**src/rtl/core/rth_pkg.sv**
```systemverilog
// Package for the RGB to HSL pixel converter: widths, hue sector constants and types.
package rth_pkg;

	localparam int unsigned ChanW    = 8;
	localparam int unsigned HueW     = 15;
	localparam int unsigned SatW     = 17;
	localparam int unsigned SumW     = 9;
	// one quotient bit per divider stage; saturation needs 17
	localparam int unsigned DivSteps = 17;
	localparam int unsigned HueQW    = 12;
	localparam int unsigned HueNumW  = 20;
	localparam int unsigned RemW     = 9;

	localparam logic [11:0]     HueSector = 12'd3840;
	localparam logic [HueW-1:0] HueRed    = 15'd0;
	localparam logic [HueW-1:0] HueGreen  = 15'd7680;
	localparam logic [HueW-1:0] HueBlue   = 15'd15360;
	localparam logic [HueW-1:0] HueTurn   = 15'd23040;
	localparam logic [SumW-1:0] SumHalf   = 9'd255;
	localparam logic [SumW-1:0] SumFull   = 9'd510;

	typedef struct packed {
		logic [HueW-1:0] offset;
		logic            neg;
		logic            gray;
		logic [SumW-1:0] sum;
	} rth_side_t;

endpackage

```
**src/rtl/core/rgb_to_hsl_pixel.sv**
```systemverilog
// RGB to HSL pixel converter: min/max front end, pipelined restoring dividers, hue assembly.
//
// Takes one pixel per clock unless stalled and returns hue (1/64 degree), saturation (1/65536)
// and max+min. The result reaches the outputs through nineteen registers: one prepare
// stage, 17 divider stages that each settle one quotient bit of both the hue and the
// saturation division, and an output register. The whole pipe advances whenever the
// output register is empty or its result is being taken, so throughput is one pixel
// per cycle without stalls.
module rgb_to_hsl_pixel
	import rth_pkg::*;
(
	input  logic              clk,
	input  logic              arst_n,
	input  logic              pix_valid,
	output logic              pix_stall,
	input  logic [ChanW-1:0]  red_in,
	input  logic [ChanW-1:0]  green_in,
	input  logic [ChanW-1:0]  blue_in,
	output logic              hsl_valid,
	input  logic              hsl_stall,
	output logic [HueW-1:0]   hue_out,
	output logic [SatW-1:0]   sat_out,
	output logic [SumW-1:0]   light_sum_out
);

	logic advance;

	// prepare stage signals
	logic [ChanW-1:0]   mx, mn, dlt, x, den;
	logic [SumW-1:0]    sum;
	rth_side_t          side;
	logic [HueNumW-1:0] hnum;

	// divider pipeline, entry 0 is the prepare register
	logic [RemW-1:0]     hrem_s [0:DivSteps];
	logic [SatW-1:0]     hlow_s [0:DivSteps];
	logic [SatW-1:0]     hq_s   [0:DivSteps];
	logic [ChanW-1:0]    hd_s   [0:DivSteps];
	logic [RemW-1:0]     srem_s [0:DivSteps];
	logic [SatW-1:0]     slow_s [0:DivSteps];
	logic [SatW-1:0]     sq_s   [0:DivSteps];
	logic [ChanW-1:0]    sd_s   [0:DivSteps];
	rth_side_t           side_s [0:DivSteps];
	logic                v_s    [0:DivSteps];

	logic [RemW-1:0]     hrem_nx [0:DivSteps-1];
	logic                hbit_nx [0:DivSteps-1];
	logic [RemW-1:0]     srem_nx [0:DivSteps-1];
	logic                sbit_nx [0:DivSteps-1];

	logic [HueQW-1:0]    hq_fin;
	logic [HueW-1:0]     hue_fin;
	logic [HueW-1:0]     step_fin;

	logic [HueW-1:0]     hue_q;
	logic [SatW-1:0]     sat_q;
	logic [SumW-1:0]     sum_q;
	logic                valid_q;

	assign advance   = !valid_q || !hsl_stall;
	assign pix_stall = !advance;

	always_comb begin
		mx = red_in;
		mn = red_in;
		if (green_in > mx) mx = green_in;
		if (blue_in > mx) mx = blue_in;
		if (green_in < mn) mn = green_in;
		if (blue_in < mn) mn = blue_in;
		dlt = mx - mn;
		sum = {1'b0, mx} + {1'b0, mn};
		den = (sum <= SumHalf) ? sum[ChanW-1:0] : 8'(SumFull - sum);
		side.sum  = sum;
		side.gray = (dlt == '0);
		// sector offset; a negative numerator term takes the ceiling off the offset
		if (mx == red_in) begin
			side.neg    = (green_in < blue_in);
			side.offset = side.neg ? HueTurn : HueRed;
			x = side.neg ? blue_in - green_in : green_in - blue_in;
		end else if (mx == green_in) begin
			side.neg    = (blue_in < red_in);
			side.offset = HueGreen;
			x = side.neg ? red_in - blue_in : blue_in - red_in;
		end else begin
			side.neg    = (red_in < green_in);
			side.offset = HueBlue;
			x = side.neg ? green_in - red_in : red_in - green_in;
		end
		hnum = HueNumW'(HueSector) * HueNumW'(x);
	end

	always_comb begin
		for (int k = 0; k < DivSteps; k++) begin
			logic [RemW-1:0] ht, st;
			ht = {hrem_s[k][RemW-2:0], hlow_s[k][SatW-1]};
			st = {srem_s[k][RemW-2:0], slow_s[k][SatW-1]};
			hbit_nx[k] = (ht >= {1'b0, hd_s[k]});
			sbit_nx[k] = (st >= {1'b0, sd_s[k]});
			hrem_nx[k] = hbit_nx[k] ? ht - {1'b0, hd_s[k]} : ht;
			srem_nx[k] = sbit_nx[k] ? st - {1'b0, sd_s[k]} : st;
		end
	end

	always_ff @(posedge clk or negedge arst_n) begin
		if (!arst_n) begin
			for (int k = 0; k <= DivSteps; k++) v_s[k] <= 1'b0;
		end else if (advance) begin
			v_s[0] <= pix_valid;
			for (int k = 0; k < DivSteps; k++) v_s[k+1] <= v_s[k];
		end
	end

	always_ff @(posedge clk) begin
		if (advance) begin
			hrem_s[0] <= RemW'(hnum[HueNumW-1:SatW]);
			hlow_s[0] <= hnum[SatW-1:0];
			hq_s[0]   <= '0;
			hd_s[0]   <= dlt;
			srem_s[0] <= {2'b00, dlt[ChanW-1:1]};
			slow_s[0] <= {dlt[0], 16'd0};
			sq_s[0]   <= '0;
			sd_s[0]   <= den;
			side_s[0] <= side;
			for (int k = 0; k < DivSteps; k++) begin
				hrem_s[k+1] <= hrem_nx[k];
				hlow_s[k+1] <= {hlow_s[k][SatW-2:0], 1'b0};
				hq_s[k+1]   <= {hq_s[k][SatW-2:0], hbit_nx[k]};
				hd_s[k+1]   <= hd_s[k];
				srem_s[k+1] <= srem_nx[k];
				slow_s[k+1] <= {slow_s[k][SatW-2:0], 1'b0};
				sq_s[k+1]   <= {sq_s[k][SatW-2:0], sbit_nx[k]};
				sd_s[k+1]   <= sd_s[k];
				side_s[k+1] <= side_s[k];
			end
		end
	end

	always_comb begin
		hq_fin   = hq_s[DivSteps][HueQW-1:0];
		step_fin = {3'b000, hq_fin};
		if (side_s[DivSteps].neg) begin
			hue_fin = side_s[DivSteps].offset - step_fin
				- HueW'(hrem_s[DivSteps] != '0);
		end else begin
			hue_fin = side_s[DivSteps].offset + step_fin;
		end
	end

	always_ff @(posedge clk or negedge arst_n) begin
		if (!arst_n) begin
			valid_q <= 1'b0;
		end else if (advance) begin
			valid_q <= v_s[DivSteps];
		end
	end

	always_ff @(posedge clk) begin
		if (advance) begin
			hue_q <= side_s[DivSteps].gray ? '0 : hue_fin;
			sat_q <= side_s[DivSteps].gray ? '0 : sq_s[DivSteps];
			sum_q <= side_s[DivSteps].sum;
		end
	end

	assign hsl_valid     = valid_q;
	assign hue_out       = hue_q;
	assign sat_out       = sat_q;
	assign light_sum_out = sum_q;

endmodule

```
**config.mk**
```make
export PLATFORM = sky130hd
export DESIGN_NAME = rgb_to_hsl_pixel
export DESIGN_NICKNAME = d
export VERILOG_FILES = /design/src/rtl/core/rth_pkg.sv /design/src/rtl/core/rgb_to_hsl_pixel.sv
export SDC_FILE = /design/constraint.sdc
export NUM_CORES = 2
export LEC_CHECK = 0
export BUFFER_PORTS_ARGS = -buffer_cell sky130_fd_sc_hd__buf_2
export CORE_MARGIN = 1.5
export CORE_UTILIZATION = 30
export DETAILED_ROUTE_END_ITERATION = 10
export PLACE_DENSITY_LB_ADDON = 0.1
export SKIP_LAST_GASP = 1
export SYNTH_ARGS = -nofsm -noshare
export SYNTH_HDL_FRONTEND = slang
export SYNTH_SLANG_ARGS = --single-unit
```
**constraint.sdc**
```tcl
create_clock -name clk -period 48.7 [get_ports clk]
set_input_delay 9.74 -clock clk [delete_from_list [all_inputs] [get_ports clk]]
set_output_delay 9.74 -clock clk [all_outputs]
set_load 0.01 [all_outputs]
```
==> run_results.csv <==
group,metric,value,unit
power_and_ir_drop,p_clk_frac,0.198,
grt,first_global_vias,29800,
yosys,synth_edf_count,1111,
yosys,postSynthAreaPerCell,13.3,um^2
power_and_ir_drop,switching_share,0.347,
yosys,netlist_area,52900,um^2
grt,grt_pass1_wl,153,mm
final_layout,nNetsFinal,4594,
cts,cts_buffers,132,
power_and_ir_drop,leakage,0.0240,uW
timing,worst-slew-pin-transition,1.02,ns
floorplan,fp-row-count,153,
cts,clk_pin_slew,0.06,ns
yosys,synthArstFlopShare,0.0168,
worst_setup_path,critical_path_arrival,10.71,ns
cts,clock_tree.root_cell,"clkbuf_16",
routing,wirelength,95.2,mm
power_and_ir_drop,p_per_area,77.0,nW/um^2
min_path,hold_class,"reg2reg",
cts,cts-resized-gates,0,
timing,finalSetupViolCount,0,
cts,cts_setup_buffers,0,
final_layout,stdcell_count,6558,
cts,cts.path.max_buffers,3,
floorplan,die_h,423,um
worst_setup_path,critPathRequiredTime,38.96,ns
timing,slew_headroom,0.317,
routing,drt_first_pass_iters,5,
final_layout,antenna_cells,0,
final_layout,drive_gt1_frac,0.0782,
power_and_ir_drop,power.internal,3020,uW
timing,tns,0,ns
routing,drc_errors,0,
cts,clock_latency,0.75,ns
worst_setup_path,cp_max_fo,69,
placed_design,dp_hpwl,67.8,mm
yosys,synthesis.nets,4424,
final_layout,fin_area,60100,um^2
placed_design,gp_congestion,0.808,
routing,wl_per_cell,14.5,um
timing,setup_ws,28.25,ns
cts,ctsHoldBuffers,0,
yosys,yosysUniqueCellTypes,83,
worst_setup_path,r2r-start,"hsl_valid$_DFFE_PN0N_",
routing,ant_nets,0,
cts,cts_tree,"done",
yosys,syn_inst,3962,
placed_design,pre_cts_ws,28.16,ns
timing,finalHoldViolCount,0,
routing,vias,28900,
placed_design,place.port_buffers,70,
grt,busiest_layer,"met2",
cts,htreeDepth,4,
placed_design,dpl_cell_area,56100,um^2
worst_setup_path,cp-startpoint,"hsl_stall",
grt,grt_max_degree,82,
final_layout,syn_to_final_growth,13.6,%
worst_setup_path,reg2reg_to,"side_s[15][6]$_DFFE_PN_",
floorplan,die-area,179000,um^2
power_and_ir_drop,irDropWorstVdd,39.1,uV
power_and_ir_drop,p_sw,1610,uW
worst_setup_path,path_class,"in2out",
timing,slew_viol_final,0,
timing,period_needed,20.45,ns
timing,max_freq,48.9,MHz
timing,rsz0062_at_grt,"no",
floorplan,floorplan.initialDensity,0.303,
final_layout,fill_cells,17100,
flow_run,maxCapViolCount,0,
routing,first_iter_violations,1184,
worst_setup_path,cp-start-kind,"primary input",
worst_setup_path,critPathCaptureType,"output pin",
floorplan,dieWidth,423,um
grt,use_met2,0.201,
cts,cts.sink_count,1130,
yosys,ys_ff_latch,1130,
floorplan,coreArea,175000,um^2
yosys,synth-seq-area-share,0.640,
placed_design,dp_cells,6323,
grt,grtUsageMet1,0.113,
grt,grt.total_usage,0.107,
grt,grt-ovfl-total,0,
routing,viasPerCell,4.40,
grt,met3_usage,0.0213,
timing,period_share,0.420,
outcome,status,"complete, no violations",
floorplan,num_io_pins,71,
yosys,synth_flop_cell,"edfxtp_1",
yosys,synth_warnings,0,
timing,finalClockSkew,0.0306,ns
power_and_ir_drop,power_frac_comb,0.376,
worst_setup_path,r2r_slack,44.65,ns
worst_setup_path,crit_path_end,"pix_stall",
grt,antenna_found_initial,0,
worst_setup_path,reg2reg_depth,4,
power_and_ir_drop,seqPwrFrac,0.426,
[cells in the final DEF, fill, tap and decap left out, types with 10 or more instances in the layout]
cell | netlist | final
nor2b_1 | 114 | 114
a31oi_1 | 10 | 10
nand2_1 | 270 | 269
clkinv_2 | 0 | 19
nand4_1 | 42 | 42
o31ai_1 | 61 | 61
buf_2 | 5 | 70
buf_4 | 3 | 22
a21boi_0 | 54 | 54
xnor2_1 | 91 | 91
mux2i_1 | 42 | 42
dfrtp_1 | 19 | 19
nand3_1 | 34 | 34
o21bai_1 | 29 | 29
o211a_1 | 30 | 30
fa_1 | 52 | 52
nand2b_1 | 39 | 39
a21oi_1 | 147 | 147
nor2_1 | 200 | 200
or4_1 | 29 | 29
mux2_2 | 37 | 37
clkbuf_1 | 43 | 26
ha_1 | 382 | 382
o21ai_0 | 328 | 328
inv_1 | 518 | 518
xor2_1 | 85 | 85
a21o_1 | 61 | 61
edfxtp_1 | 1111 | 1111
nor3_1 | 12 | 12
clkbuf_16 | 0 | 134
clkinv_1 | 0 | 33
[sequential cells by signal, summed over array words and instances (netlist names), 17 cells and up]
name	cells
hrem_s	140
side_s	271
sat_out	17
srem_s	128
hd_s	135
hlow_s	45
v_s	18
sd_s	120
hq_s	78
sq_s	153
[per-stage QoR]
stage | util | hold WS [ns] | total power (uW)
6_report | 0.344 | 0.402 | 4630
5_1_grt | 0.344 | 0.404 | 5040
4_1_cts | 0.344 | 0.399 | 4730
3_5_place_dp | 0.321 | 0.405 | 3780
3_3_place_gp | 0.321 | 0.400 | 3760
2_1_floorplan | - | 0.400 | 3440
[final cells by class]
type                    count  area, um^2  area share
clock buffers             160        3450      0.0574
clock inverters            75         583     0.00970
inverters                 520        1950      0.0325
multi-input cells        2256       16900       0.280
flip-flops and latches   1130       33800       0.563
well taps                2325        2910      0.0484
repair buffers             92         515     0.00858
[synth_stat cells, types with 3 or more instances]
cell,number,area (um^2)
a221oi_1,4,35.0
a221oi_2,3,45.0
a31oi_1,10,62.6
mux2i_1,42,420
o21ai_1,4,20.0
a211oi_1,8,60.1
nor3_1,12,60.1
nor2b_1,114,713
nor2_1,200,751
xor2_1,85,744
dfrtp_1,19,475
and3_1,8,50.1
o31ai_1,61,458
buf_6,3,33.8
nand4_1,42,263
o21ai_0,328,1640
inv_1,518,1940
a21o_1,61,458
o221ai_1,3,26.3
xnor2_1,91,797
mux2_2,37,417
edfxtp_1,1111,33400
o211ai_1,6,45.0
nand2b_1,39,244
o22ai_1,3,18.8
nor4_1,4,25.0
and2_1,9,56.3
ha_1,382,4780
o21bai_1,29,218
buf_2,5,25.0
or4_1,29,218
o211a_1,30,300
a21boi_0,54,405
buf_4,3,22.5
fa_1,52,1040
a21oi_1,147,736
nand3_1,34,170
nand2_1,270,1010
clkbuf_1,43,161
o21a_1,6,45.0
[routing by layer]
layer | share of wire | wire length, um | vias to the layer above
li1 | - | - | 14600
met1 | 0.40 | 37800 | 13800
met2 | 0.53 | 50800 | 346
met3 | 0.032 | 3070 | 187
met4 | 0.036 | 3470 | 0
met5 | 0 | 0 | -
[logic make-up after synthesis]
family	after synthesis	share of synthesized area
adder cells (fa/ha/maj)	434	0.110
flip-flops	1130	0.640
AO/OA/AOI/OAI	782	0.0911
XOR/XNOR	177	0.0295
buffers and inverters	576	0.0416
AND/OR/NAND/NOR	780	0.0710
multiplexers	83	0.0170
[worst min path at each step]
stage / startpoint / end / slack [ns] / depth (start not counted)
finish: side_s[15][21]$_DFFE_PN_ / side_s[16][21]$_DFFE_PN_ / 0.40 / 0
global route: side_s[15][21]$_DFFE_PN_ / side_s[16][21]$_DFFE_PN_ / 0.40 / 0
CTS: side_s[15][21]$_DFFE_PN_ / side_s[16][21]$_DFFE_PN_ / 0.40 / 0
detailed placement: hlow_s[2][11]$_DFFE_PN_ / hlow_s[3][12]$_DFFE_PN_ / 0.40 / 0
global placement: sq_s[16][1]$_DFFE_PN_ / sq_s[17][2]$_DFFE_PN_ / 0.40 / 0
floorplan: hlow_s[0][9]$_DFFE_PN_ / hlow_s[1][10]$_DFFE_PN_ / 0.40 / 0
[worst max-delay path, cell delays in order]
cell     delay [ns]
buf_2          0.11
nand2_4        0.62
inv_1          0.07
buf_2          0.16
[power by group through the flow]
stage	Combinational [uW]	Clock [uW]	Sequential, uW
detailed placement	1770	0	2010
floorplan	1370	0	2080
finish	1740	916	1970
CTS	1780	963	1990
global route	2010	995	2030
global placement	1760	0	2010
(Power assumes the default switching activity.)
